==> src/sv/neighbour_id_dedup_table_core_defines.svh <==
// ---------------------------------------------------------------------------
// Neighbour ID dedup table - assertion macros
// Shared property wrappers for the table core checks.
// ---------------------------------------------------------------------------
`ifndef NEIGHBOUR_ID_DEDUP_TABLE_CORE_DEFINES_SVH
`define NEIGHBOUR_ID_DEDUP_TABLE_CORE_DEFINES_SVH

// Clocked check, off while reset is low.
`define NDT_ASSERT(lbl, clk, rst_n, prop, msg) \
  lbl: assert property (@(posedge clk) disable iff (!rst_n) (prop)) else $error(msg);

// Clocked check that also holds during reset.
`define NDT_ASSERT_ALWAYS(lbl, clk, prop, msg) \
  lbl: assert property (@(posedge clk) (prop)) else $error(msg);

`endif

==> src/sv/ndt_pkg.sv <==
// ---------------------------------------------------------------------------
// Neighbour ID dedup table - package
// Types and sizing constants shared by the compare cells and the core.
// ---------------------------------------------------------------------------
`timescale 1ns / 1ps
`default_nettype none

package ndt_pkg;

  localparam int unsigned TABLE_DEPTH = 32;
  // count must hold TABLE_DEPTH itself
  localparam int unsigned CNT_W = $clog2(TABLE_DEPTH + 1);
  localparam int unsigned IDX_W = (TABLE_DEPTH > 1) ? $clog2(TABLE_DEPTH) : 1;
  localparam int unsigned REPORT_W = 6;

  localparam logic KIND_ADD   = 1'b0;
  localparam logic KIND_CLEAR = 1'b1;

  typedef struct packed {
    logic [31:0] low;
    logic [31:0] mid;
    logic [31:0] high;
  } id_t;

  // query word walking down the cell chain
  typedef struct packed {
    logic             vld;
    logic [CNT_W-1:0] rem;   // filled entries still to be compared
    logic             hit;
    id_t              id;
  } query_t;

  typedef struct packed {
    logic        kind;
    logic [31:0] id_low_word;
    logic [31:0] id_mid_word;
    logic [31:0] id_high_word;
  } in_word_t;

  typedef struct packed {
    logic [REPORT_W-1:0] neighbour_count;
    logic                already_present;
    logic                dropped_full;
  } out_word_t;

  // count reported modulo 2^REPORT_W
  function automatic logic [REPORT_W-1:0] to_report(input logic [CNT_W-1:0] cnt);
    logic [CNT_W+REPORT_W-1:0] ext;
    ext = {{REPORT_W{1'b0}}, cnt};
    return ext[REPORT_W-1:0];
  endfunction

endpackage

`default_nettype wire

==> src/sv/ndt_cell.sv <==
// ---------------------------------------------------------------------------
// Neighbour ID dedup table - compare cell
// Holds one table entry; compares the passing query and forwards it.
// ---------------------------------------------------------------------------
`timescale 1ns / 1ps
`default_nettype none

module ndt_cell (
  input  wire logic           clk_i,
  input  wire logic           rst_ni,
  input  wire ndt_pkg::query_t query_i,
  input  wire logic           wr_en_i,
  input  wire ndt_pkg::id_t   wr_id_i,
  output ndt_pkg::query_t     query_o
);
  import ndt_pkg::*;

  id_t    entry_q;
  query_t query_q;
  query_t query_d;
  logic   live;
  logic   match;

  // entry counts only while filled entries remain ahead of this cell
  assign live  = (query_i.rem != '0);
  assign match = query_i.vld && live && (entry_q == query_i.id);

  always_comb begin
    query_d     = query_i;
    query_d.hit = query_i.hit | match;
    query_d.rem = live ? (query_i.rem - CNT_W'(1)) : '0;
  end

  always_ff @(posedge clk_i or negedge rst_ni) begin
    if (!rst_ni) begin
      query_q <= '0;
    end else begin
      query_q <= query_d;
    end
  end

  always_ff @(posedge clk_i) begin
    if (wr_en_i) begin
      entry_q <= wr_id_i;
    end
  end

  assign query_o = query_q;

endmodule

`default_nettype wire
==> config.mk <==
export PLATFORM = sky130hd
export DESIGN_NAME = ndt_cell
export DESIGN_NICKNAME = d
export VERILOG_FILES = /design/src/sv/neighbour_id_dedup_table_core_defines.svh /design/src/sv/ndt_pkg.sv /design/src/sv/ndt_cell.sv
export SDC_FILE = /design/constraint.sdc
export NUM_CORES = 1
export LEC_CHECK = 0
export BUFFER_PORTS_ARGS = -buffer_cell sky130_fd_sc_hd__clkbuf_2
export CAP_MARGIN = 20
export CORE_MARGIN = 2
export CORE_UTILIZATION = 37
export CTS_CLUSTER_DIAMETER = 80
export DETAILED_ROUTE_END_ITERATION = 6
export HOLD_SLACK_MARGIN = 0.1
export PLACE_DENSITY = 0.65
export SYNTH_ARGS = -nofsm -noshare
export SYNTH_HDL_FRONTEND = slang
export SYNTH_SLANG_ARGS = --single-unit
==> constraint.sdc <==
create_clock -name clk_i -period 2.2 [get_ports clk_i]
set_clock_uncertainty 0.15 [all_clocks]
set_input_delay 0.44 -clock clk_i [delete_from_list [all_inputs] [get_ports clk_i]]
set_output_delay 0.44 -clock clk_i [all_outputs]
set_load 0.005 [all_outputs]
==> results of run 1 <==
==> logic make-up after synthesis <==
group,count (synthesis),synth area share [%]
and+or+nand+nor,42,3.715
AOI/OAI and AO/OA,41,4.731
adders and majority gates,2,0.3696
DFF,200,81.02
buffers and inverters,41,2.273
xor gates and xnor gates,61,7.891
==> per-stage QoR <==
step                      hold slack [ns]  std cells  cell area, sq um  setup TNS, ns
after floorplan                 -0.005591        387              6770              0
after global placement             0.4094        931              8673        -0.1091
after detailed placement           0.4150        931              8673        -0.1241
==> cell usage after synthesis <==
cell,n,area share [%]
a2111oi_0,1,0.13
a221oi_1,8,1.0
a22o_1,6,0.78
a22oi_1,1,0.11
a41o_1,1,0.15
dfrtp_1,104,38
edfxtp_1,96,43
ha_1,2,0.37
inv_1,41,2.3
nand2_1,3,0.17
nand3_1,2,0.15
nand4_1,10,0.92
nor2_1,8,0.44
nor3_1,2,0.15
nor3_2,1,0.15
nor3b_4,1,0.28
nor4_1,14,1.3
o2111ai_1,1,0.13
o21ai_0,1,0.074
o221ai_1,1,0.13
o22ai_1,14,1.3
o2bb2ai_1,7,0.91
or3_4,1,0.17
xnor2_1,32,4.1
xor2_1,29,3.8
==> qor.yml, run 1 <==
status:
  status: "aborted with a tool error"
  stop_stage: "4_1_cts"
  error_line: "[ERROR RSZ-0060] Max buffer count reached."
clock_network:
  post_cts_buffers: 0
  cts_resized: 0
  cts_max_level: 4
  cts_root_buffer: "clkbuf_16"
  numClockSinks: 200
  cts_buffers: 17
  ctsLongestPathBuffers: 2
  cts_hold_buf: 193
floorplan:
  initial_core_util_pct: 37.69
  die_h_um: 139.3
  die_w_um: 139.3
  rows: 49
  ios: 307
placement:
  gp_congestion: 0.8139
  pre_cts_ws_ns: -0.1241
  port_buffers: 306
  dpl.hpwl_um: 13330
yosys:
  synth-seq-cells: 200
  synth_cell_types: 25
  syn_avg_cell_area_sq_um: 17.49
  ys_warn_count: 0
  synth_area_sq_um: 6770
  syn-num-nets: 592
  syn-instance-count: 387
  yosysSeqAreaShare_pct: 81.02
==> run 2: changes to the inputs <==
CORE_UTILIZATION = 22   (was 37)
CTS_CLUSTER_DIAMETER = unset   (was 80)
HOLD_SLACK_MARGIN = unset   (was 0.1)
PLACE_DENSITY = unset   (was 0.65)
PLACE_DENSITY_LB_ADDON = 0.15   (was unset)
==> qor.yml, run 2 <==
status:
  status: "finished, final reports clean"  # was aborted with a tool error
yosys:
  ys_async_sr_fraction_pct: 52.00  # unchanged
  synth.top_cell.area_share_pct: 42.58  # unchanged
  yosysTopAreaCell: "edfxtp_1"  # unchanged
  syn-num-nets: 592  # unchanged
  synth_common_cells: "dfrtp_1 (104), edfxtp_1 (96), inv_1 (41)"  # unchanged
  synth_top_family_by_area: "XOR/XNOR gates"  # unchanged
  synth_edf_count: 96  # unchanged
  synth_xor_area_share_pct: 7.891  # unchanged
  synth-seq-cells: 200  # unchanged
  synth_compound_area_share_pct: 4.731  # unchanged
  syn_avg_cell_area_sq_um: 17.49  # unchanged
  ys_warn_count: 0  # unchanged
  synth-simple-area-share_pct: 3.715  # unchanged
  synth_area_sq_um: 6770  # unchanged
  synth_area_leaders: "edfxtp_1 (43%), dfrtp_1 (38%), xnor2_1 (4.1%)"  # unchanged
  synth.most_common_cell: "dfrtp_1"  # unchanged
  yosysSeqAreaShare_pct: 81.02  # unchanged
  syn-instance-count: 387  # unchanged
  synth-adder-area-share_pct: 0.3696  # unchanged
  ys.flop_type: "dfrtp_1"  # unchanged
  synth_cell_types: 25  # unchanged
  muxShareOfSynthArea_pct: 0  # unchanged
grt:
  grt_pass1_wl_um: 31550
  track_usage_pct: 12.92
  grt_pass1_vias: 5537
  antenna_found_initial: 5
  grt_max_degree: 57
  grt_overflow_total: 0
worst_setup_path:
  critPathMaxFanout: 2
  rrSetupSlack_ns: 0.19
  crit_type: "in -> reg"
  crit_path_end_kind: "flop"
  worstRegToRegCells: 7
  r2r_start: "entry_q[90]$_DFFE_PP_"
  startpoint: "query_i[86]"
  start_kind: "input port"
  crit_arrival_ns: 2.28
  r2r-end: "query_o[96]$_DFF_PN0_"
  crit_required_ns: 2.42
worst_hold_path:
  min_to: "entry_q[83]$_DFFE_PP_"
  hold_path.class: "in -> reg"
  hp-start: "wr_id_i[83]"
  hold_depth: 1
clock_network:
  cts_buffers: 17  # unchanged
  insertion_delay_ns: 0.44
  cts_max_level: 4  # unchanged
  cts_tree: "yes"
  numClockSinks: 200  # unchanged
  cts_root_buffer: "clkbuf_16"  # unchanged
  ctsLongestPathBuffers: 2  # unchanged
  path_clk_slew_ns: 0.08
routing:
  routed_wl_um: 20610
  drcViolationCount: 0
  vias: 4964
  wl_per_cell_um: 16.17
  firstDrtPassIters: 6
  drtIter0Drc: 186
  via_per_inst: 3.893
  antenna_left: 0
placement:
  dpl.hpwl_um: 15350  # was 13,330 um
  gp_congestion: 0.7500  # was 0.8139
  port_buffers: 306  # unchanged
  dpl.cell_count: 1106  # was 931
  pre_cts_ws_ns: -0.1947  # was -0.1241 ns
floorplan:
  ios: 307  # unchanged
  rows: 64  # was 49
  initial_core_util_pct: 22.25  # was 37.69%
  core_sq_um: 30430
  die_area_sq_um: 32190
  die_h_um: 179.4  # was 139.3 um
  die_w_um: 179.4  # was 139.3 um
timing:
  drv_slew: 0
  max_freq_mhz: 486.6
  min_period_ns: 2.055
  setup-violations-final: 0
  rsz0062_at_grt: "false"
  finalWorstSetupSlack_ns: 0.1448
  maxSlewHeadroom_pct: 70.01
  setup_tns_ns: 0
  hold_viol: 0
  worst_pin_slew_ns: 0.4498
  period_share_pct: 93.42
pwr:
  pwr-share-comb_pct: 11.1
  ir_drop_mv: 0.4223
  fin_total_pwr_mw: 8.563
  intPower_mw: 6.597
  seqPwrFrac_pct: 49.9
  switching_share_pct: 22.97
  power_density_nw_per_um2: 774.3
  p_sw_mw: 1.967
  p_leak_nw: 4.952
  p_clk_share_pct: 39.1
run:
  maxCapViolCount: 0
layout:
  final_common_cell: "clkbuf_2"
  layout-drive-gt1-share_pct: 42.08
  nNetsFinal: 1069
  largest_reg_flops: 104
  fillers: 3024
  syn_to_final_growth_pct: 63.35
  final_cell_mix: "clkbuf_2 (301), dlygate4sd3_1 (137), dfrtp_1 (104)"
  final_cells: 1275
  finish.utilization_pct: 36.34
run 2: cell counts after synthesis:
No cell type changed its count.
run 2: final cells by class:
cell class	instances	area, sq um	area share [%]
Clock buffer	22	474.2	4.288
Inverter	41	153.9	1.392
Sequential cell	200	5485	49.60
Multi-Input combinational cell	146	1225	11.08
Clock inverter	10	142.6	1.290
Timing Repair Buffer	458	3078	27.83
Tap cell	396	495.5	4.480
Antenna cell	2	5.005	0.04525
run 2: worst max-delay path by stage:
stage | to | slack (ns) | cells after the start
finish | query_o[96]$_DFF_PN0_ | 0.14 | 8
global route | query_o[96]$_DFF_PN0_ | 0.003 | 8
global placement | query_o[96]$_DFF_PN0_ | -0.12 | 9
detailed placement | query_o[96]$_DFF_PN0_ | -0.19 | 8
CTS | query_o[96]$_DFF_PN0_ | 0.005 | 8
floorplan | query_o[96]$_DFF_PN0_ | 0.45 | 6
run 2: cells by family after synthesis:
group / count (synthesis)
fa+ha+maj: 2
simple gates: 42
compound gates: 41
flops: 200
xor+xnor: 61
buf+inv: 41
run 2: per-layer routing:
| layer | up-vias | wire (um) | GRT usage, % |
|---|---|---|---|
| met5 | - | 41 | 0 |
| li1 | 2347 | - | - |
| met2 | 178 | 10030 | 21.33 |
| met4 | 6 | 308 | 4.293 |
| met1 | 2411 | 8815 | 15.66 |
| met3 | 22 | 1410 | 4.700 |
run 2: timing repair:
action | 4_1_cts | 5_1_grt
pin swaps | 1 | 8
gates cloned | 0 | 0
hold endpoints to repair | 153 | 7
gates resized for setup | 1 | 16
buffers inserted | 0 | 1
hold buffers | 130 | 7
setup endpoints to repair | 1 | 1
run 2: stage by stage:
stage / area [sq um] / hold WS [ns]
2_1_floorplan: 6770 / -0.005591
3_5_place_dp: 8980 / 0.2541
6_report: 11060 / 0.03152
3_3_place_gp: 8980 / 0.2500
5_1_grt: 11050 / 0.0003212
4_1_cts: 10900 / 0.0004759
run 2: power groups by stage:
stage | clock [mW] | sequential [mW] | combinational (mW)
finish | 3.35 | 4.27 | 0.946
global route | 3.64 | 4.30 | 1.04
CTS | 3.51 | 4.27 | 0.933
detailed placement | 0 | 4.35 | 0.747
global placement | 0 | 4.34 | 0.740
floorplan | 0 | 4.35 | 0.201
run 2: critical path: stages:
cell           delay (ns)
dlygate4sd3_1        0.56
inv_1                0.07
a22o_1               0.18
a221oi_2             0.22
nand4_1              0.18
nor4_2               0.30
buf_4                0.17
a41o_1               0.14
No activity file was read; power rests on OpenSTA's default activity.
==> run 3: changes to the inputs <==
CORE_UTILIZATION = 46   (was 22)
clock period = 2.1 ns   (was 2.2 ns; I/O delays follow)
==> qor.yml, run 3 (synthesized netlist as in run 2, its figures left out) <==
floorplan:
  rows: 44  # was 64
  die_h_um: 125.3  # was 179.4 um
  die_w_um: 125.3  # was 179.4 um
  die_area_sq_um: 15700  # was 32,190 sq um
  ios: 307  # unchanged
  initial_core_util_pct: 46.76  # was 22.25%
  core_sq_um: 14480  # was 30,430 sq um
worst_setup_path:
  worstRegToRegCells: 7  # unchanged
  crit_required_ns: 2.30  # was 2.42 ns
  start_kind: "input port"  # unchanged
  crit_type: "in -> reg"  # unchanged
  r2r-end: "query_o[96]$_DFF_PN0_"  # unchanged
  r2r_start: "entry_q[56]$_DFFE_PP_"  # was entry_q[90]$_DFFE_PP_
  critPathMaxFanout: 2  # unchanged
  crit_arrival_ns: 2.20  # was 2.28 ns
  rrSetupSlack_ns: 0.19  # about the same
  crit_path_end_kind: "flop"  # unchanged
clock_network:
  ctsLongestPathBuffers: 2  # unchanged
  insertion_delay_ns: 0.42  # was 0.44 ns
  cts_buffers: 17  # unchanged
  path_clk_slew_ns: 0.07  # was 0.08 ns
  cts_root_buffer: "clkbuf_16"  # unchanged
  numClockSinks: 200  # unchanged
  cts_tree: "yes"  # unchanged
  cts_max_level: 4  # unchanged
layout:
  nNetsFinal: 1010  # was 1,069
  final_common_cell: "clkbuf_2"  # unchanged
  syn_to_final_growth_pct: 51.67  # was 63.35%
  layout-drive-gt1-share_pct: 43.40  # was 42.08%
  antenna_cells: 0  # was 2
  largest_reg_flops: 104  # unchanged
  finish.utilization_pct: 70.92  # was 36.34%
  fillers: 1000  # was 3,024
  final_cell_mix: "clkbuf_2 (294), dfrtp_1 (104), edfxtp_1 (96)"  # was clkbuf_2 (301), dlygate4sd3_1 (137), dfrtp_1 (104)
routing:
  drcViolationCount: 0  # unchanged
  antenna_left: 0  # unchanged
  firstDrtPassIters: 4  # was 6
  via_per_inst: 4.830  # was 3.893
  drtIter0Drc: 273  # was 186
  wl_per_cell_um: 17.69  # was 16.17 um
  routed_wl_um: 17720  # was 20,610 um
  vias: 4840  # was 4,964
timing:
  setup-violations-final: 0  # unchanged
  hold_viol: 0  # unchanged
  period_share_pct: 95.15
  max_freq_mhz: 500.5
  maxSlewHeadroom_pct: 62.24  # was 70.01%
  worst_pin_slew_ns: 0.5663  # was 0.4498 ns
  min_period_ns: 1.998
  drv_slew: 0  # unchanged
placement:
  gp_congestion: 0.8276  # was 0.7500
  dpl.hpwl_um: 12500  # was 15,350 um
  port_buffers: 306  # unchanged
grt:
  grt_max_degree: 105  # was 57
  met3_usage_pct: 5.905  # was 4.700%
  grt_busiest_layer: "met2"  # unchanged
  grt_pass1_vias: 5241  # was 5,537
  track_usage_pct: 22.98  # was 12.92%
  grt_util_met1_pct: 26.69  # was 15.66%
  grt_pass1_wl_um: 27140  # was 31,550 um
  grt_use_met2_pct: 40.06  # was 21.33%
  grt_overflow_total: 0  # unchanged
  antenna_found_initial: 0  # was 5
pwr:
  p_leak_nw: 4.744  # was 4.952 nW
  ir_drop_mv: 0.4998  # was 0.4223 mV
  power_density_nw_per_um2: 834.2  # was 774.3 nW/um^2
  fin_total_pwr_mw: 8.566  # was 8.563 mW
worst_hold_path:
  hold_path.class: "in -> reg"  # unchanged
  hp-start: "wr_id_i[64]"  # was wr_id_i[83]
  min_to: "entry_q[64]$_DFFE_PP_"  # was entry_q[83]$_DFFE_PP_
  hold_depth: 1  # unchanged
status:
  status: "finished, final reports clean"  # unchanged
run:
  maxCapViolCount: 0  # unchanged
[run 3: cell count changes in the layout (fill, tap and decap cells not counted), moves of 3 or more]
| cell | before | now |
|---|---|---|
| nor4_1 | 8 | 4 |
| nor4_2 | 6 | 10 |
| dlymetal6s4s_1 | 0 | 6 |
| clkinv_4 | 3 | 0 |
| clkbuf_2 | 301 | 294 |
| buf_4 | 16 | 5 |
| dlygate4sd3_1 | 137 | 91 |
[run 3: worst max path at each step]
stage | start | to | slack, ns
3_3_place_gp | query_i[56] | query_o[96]$_DFF_PN0_ | -0.08
2_1_floorplan | query_i[101] | query_o[96]$_DFF_PN0_ | 0.37
5_1_grt | query_i[95] | query_o[96]$_DFF_PN0_ | -0.0006
3_5_place_dp | query_i[13] | query_o[96]$_DFF_PN0_ | -0.04
4_1_cts | query_i[78] | query_o[96]$_DFF_PN0_ | 0.01
6_report | query_i[45] | query_o[96]$_DFF_PN0_ | 0.10
[run 3: final cells by class]
| type | instances | area [sq um] | share of cell area [%] |
|---|---|---|---|
| sequential | 200 | 5485 | 53.42 |
| timing repair buffer | 399 | 2555 | 24.88 |
| multi-input combinational | 146 | 1255 | 12.22 |
| clock buffer | 26 | 530.5 | 5.166 |
| tap | 184 | 230.2 | 2.242 |
| inverter | 41 | 153.9 | 1.499 |
| clock inverter | 6 | 58.81 | 0.5727 |
[run 3: layer usage]
metal / routed length [um] / vias up
met5: 0 / -
met4: 605 / 0
met3: 1325 / 39
met2: 9233 / 247
met1: 6558 / 2319
li1: - / 2235
[run 3: timing repair]
item,CTS,global route
setup endpoints to repair,0,1
hold buffers,94,3
setup buffers,0,0
resized for setup,0,30
hold endpoints to repair,197,3
[run 3: worst max-delay path: stages]
cell and delay, ns:
dlygate4sd3_1 0.53, clkbuf_2 0.12, inv_1 0.06, a2111oi_2 0.31, nand4_1 0.15, nor4_2 0.30
buf_4 0.17, a41o_1 0.14
[run 3: stage by stage]
step / instance area (sq um) / instances / TNS [ns] / hold slack, ns / setup slack (ns)
CTS: 10150 / 1009 / 0 / 0.001401 / 0.01270
floorplan: 6770 / 387 / 0 / -0.02559 / 0.3731
global route: 10270 / 1002 / -0.0005902 / 0.0009693 / -0.0005902
detailed placement: 8620 / 883 / -0.03619 / 0.3902 / -0.03619
global placement: 8620 / 883 / -0.08152 / 0.3701 / -0.08152
finish: 10270 / 1002 / 0 / 0.01916 / 0.1019
[run 3: power by group]
part	switching [mW]	internal [mW]	leakage, nW	total [mW]
logic	0.414	0.479	2.30	0.892
clock network	1.33	1.87	0.294	3.19
registers	0.0929	4.39	2.15	4.48
==> run 4: changes to the inputs <==
BUFFER_PORTS_ARGS = -buffer_cell sky130_fd_sc_hd__buf_2   (was -buffer_cell sky130_fd_sc_hd__clkbuf_2)
CORE_UTILIZATION = 45   (was 46)
==> qor.yml, run 4 (synthesized netlist as in run 2, its figures left out) <==
timing:
  max_freq_mhz: 466.3  # was 500.5 MHz
  rsz0062_at_grt: "true"
  period_share_pct: 102.1  # was 95.15%
  min_period_ns: 2.145  # was 1.998 ns
  drv_slew: 0  # unchanged
  setup_tns_ns: -0.04474  # was 0 ns
  setup-violations-final: 1  # was 0
  finalWorstSetupSlack_ns: -0.04474  # was 0.1019 ns
  hold_viol: 0  # unchanged
  worst_pin_slew_ns: 0.4409  # was 0.5663 ns
  timing.hold.ws_ns: 0.02158  # was 0.01916 ns
  maxSlewHeadroom_pct: 70.61  # was 62.24%
status:
  status: "finished with violations"  # was finished, final reports clean
  violations: "setup timing"
pwr:
  fin_total_pwr_mw: 8.688  # was 8.566 mW
  ir_drop_mv: 0.6074  # was 0.4998 mV
  power_density_nw_per_um2: 836.5  # was 834.2 nW/um^2
  p_leak_nw: 4.720  # was 4.744 nW
routing:
  drcViolationCount: 0  # unchanged
  vias: 4871  # was 4,840
  met3_length_um: 1401  # was 1325 um
  antenna_left: 0  # unchanged
  via_per_inst: 4.752  # was 4.830
  routed.top_layer: "met4"  # unchanged
  met1Wirelength_um: 6746  # was 6558 um
  firstDrtPassIters: 4  # unchanged
  routed_wl_um: 18210  # was 17,720 um
  wl_per_cell_um: 17.76  # was 17.69 um
  route.met2.wl_um: 9610  # was 9233 um
  drtIter0Drc: 235  # was 273
layout:
  final_cell_mix: "buf_2 (302), dlygate4sd3_1 (107), dfrtp_1 (104)"  # was clkbuf_2 (294), dfrtp_1 (104), edfxtp_1 (96)
  nNetsFinal: 1031  # was 1,010
  regArea_sq_um: 5485  # unchanged
  layout-drive-gt1-share_pct: 42.31  # was 43.40%
  largest_reg_flops: 104  # unchanged
  fillers: 963  # was 1,000
  final_common_cell: "buf_2"  # was clkbuf_2
  syn_to_final_growth_pct: 53.41  # was 51.67%
  multi_input_area_sq_um: 1210  # was 1255 sq um
  final_cells: 1025  # was 1,002
  finish.utilization_pct: 71.19  # was 70.92%
clock_network:
  numClockSinks: 200  # unchanged
  path_clk_slew_ns: 0.07  # about the same
  cts_buffers: 17  # unchanged
  ctsLongestPathBuffers: 2  # unchanged
  cts_root_buffer: "clkbuf_16"  # unchanged
  insertion_delay_ns: 0.42  # about the same
  cts_tree: "yes"  # unchanged
  cts_max_level: 4  # unchanged
grt:
  grt_overflow_total: 0  # unchanged
  grt_pass1_vias: 5147  # was 5,241
  grt_pass1_wl_um: 26630  # was 27,140 um
  grt_max_degree: 55  # was 105
  track_usage_pct: 22.41  # was 22.98%
  antenna_found_initial: 2  # was 0
run:
  maxCapViolCount: 0  # unchanged
worst_setup_path:
  crit_type: "in -> reg"  # unchanged
  path_cells: "dlygate4sd3_1, buf_2, a22o_1, a221oi_1, nand4_1, nor4_2, buf_4, a41o_1"  # was dlygate4sd3_1, clkbuf_2, inv_1, a2111oi_2, nand4_1, nor4_2, buf_4, a41o_1
  crit_path_top_delay_cell: "dlygate4sd3_1"  # unchanged
  start_kind: "input port"  # unchanged
  worstRegToRegCells: 7  # unchanged
  cpPeakStageDelay_ns: 0.54  # was 0.53 ns
  crit_required_ns: 2.31  # was 2.30 ns
  crit_path_end_kind: "flop"  # unchanged
  startpoint: "query_i[58]"  # was query_i[45]
  crit_arrival_ns: 2.35  # was 2.20 ns
  critPathMaxFanout: 3  # was 2
  r2r-end: "query_o[96]$_DFF_PN0_"  # unchanged
  r2r_start: "entry_q[87]$_DFFE_PP_"  # was entry_q[56]$_DFFE_PP_
  rrSetupSlack_ns: -0.01  # was 0.19 ns
worst_hold_path:
  hold_path.class: "in -> reg"  # unchanged
  min_to: "entry_q[12]$_DFFE_PP_"  # was entry_q[64]$_DFFE_PP_
  hold_depth: 1  # unchanged
  hp-start: "wr_id_i[12]"  # was wr_id_i[64]
floorplan:
  ios: 307  # unchanged
  rows: 44  # unchanged
  die_area_sq_um: 16040  # was 15,700 sq um
  core_sq_um: 14590  # was 14,480 sq um
  die_h_um: 126.7  # was 125.3 um
  initial_core_util_pct: 46.41  # was 46.76%
  die_w_um: 126.7  # was 125.3 um
placement:
  dpl.hpwl_um: 13020  # was 12,500 um
  gp_congestion: 0.8304  # was 0.8276
  dpl.cell_count: 886  # was 883
  port_buffers: 306  # unchanged
run 4: cell count changes in the layout (fill, tap and decap cells not counted), sizes merged, moves of 3 or more:
cell	delta
buf	+305
dlygate4sd3	+16
dlymetal6s4s	-6
clkbuf	-303
clkinv	+3
run 4: layout make-up:
class / count / area share, %
Clock buffer: 17 / 4.096
Clock inverter: 15 / 1.675
Antenna cell: 2 / 0.04819
Timing Repair Buffer: 420 / 26.02
Sequential cell: 200 / 52.81
Inverter: 41 / 1.482
Multi-Input combinational cell: 146 / 11.65
Tap cell: 184 / 2.217
run 4: power breakdown:
part | switching [mW] | leakage, nW | internal (mW)
Combinational | 0.414 | 2.28 | 0.494
Clock | 1.42 | 0.291 | 1.88
Sequential | 0.0885 | 2.15 | 4.39
run 4: worst max path at each step:
stage / to / depth (start not counted)
floorplan: query_o[96]$_DFF_PN0_ / 6
global placement: query_o[96]$_DFF_PN0_ / 8
detailed placement: query_o[96]$_DFF_PN0_ / 8
global route: query_o[96]$_DFF_PN0_ / 7
CTS: query_o[96]$_DFF_PN0_ / 8
finish: query_o[96]$_DFF_PN0_ / 8
run 4: worst max-delay path: cells and delay by family:
family	cells	cell delay, ns
buffers and inverters	3	0.85
AOI/OAI and AO/OA	3	0.60
and+or+nand+nor	2	0.49
run 4: metrics by stage:
step | setup slack, ns | area, sq um
after CTS | 0.005436 | 10210
after floorplan | 0.3731 | 6770
after global routing | -0.1131 | 10380
final | -0.04474 | 10390
after global placement | -0.1241 | 8642
after detailed placement | -0.1217 | 8642
run 4: per-layer routing:
metal / global-route usage (%) / vias up
li1: - / 2276
met1: 25.25 / 2346
met2: 39.89 / 218
met3: 6.790 / 31
met4: 8.791 / 0
met5: 0 / -
run 4: timing repair:
item                                    CTS  global route
endpoints found under the setup margin    0             1
buffers inserted                          0             0
hold endpoints to repair                200            10
gates resized for setup                   0            11
hold buffers                             97            10
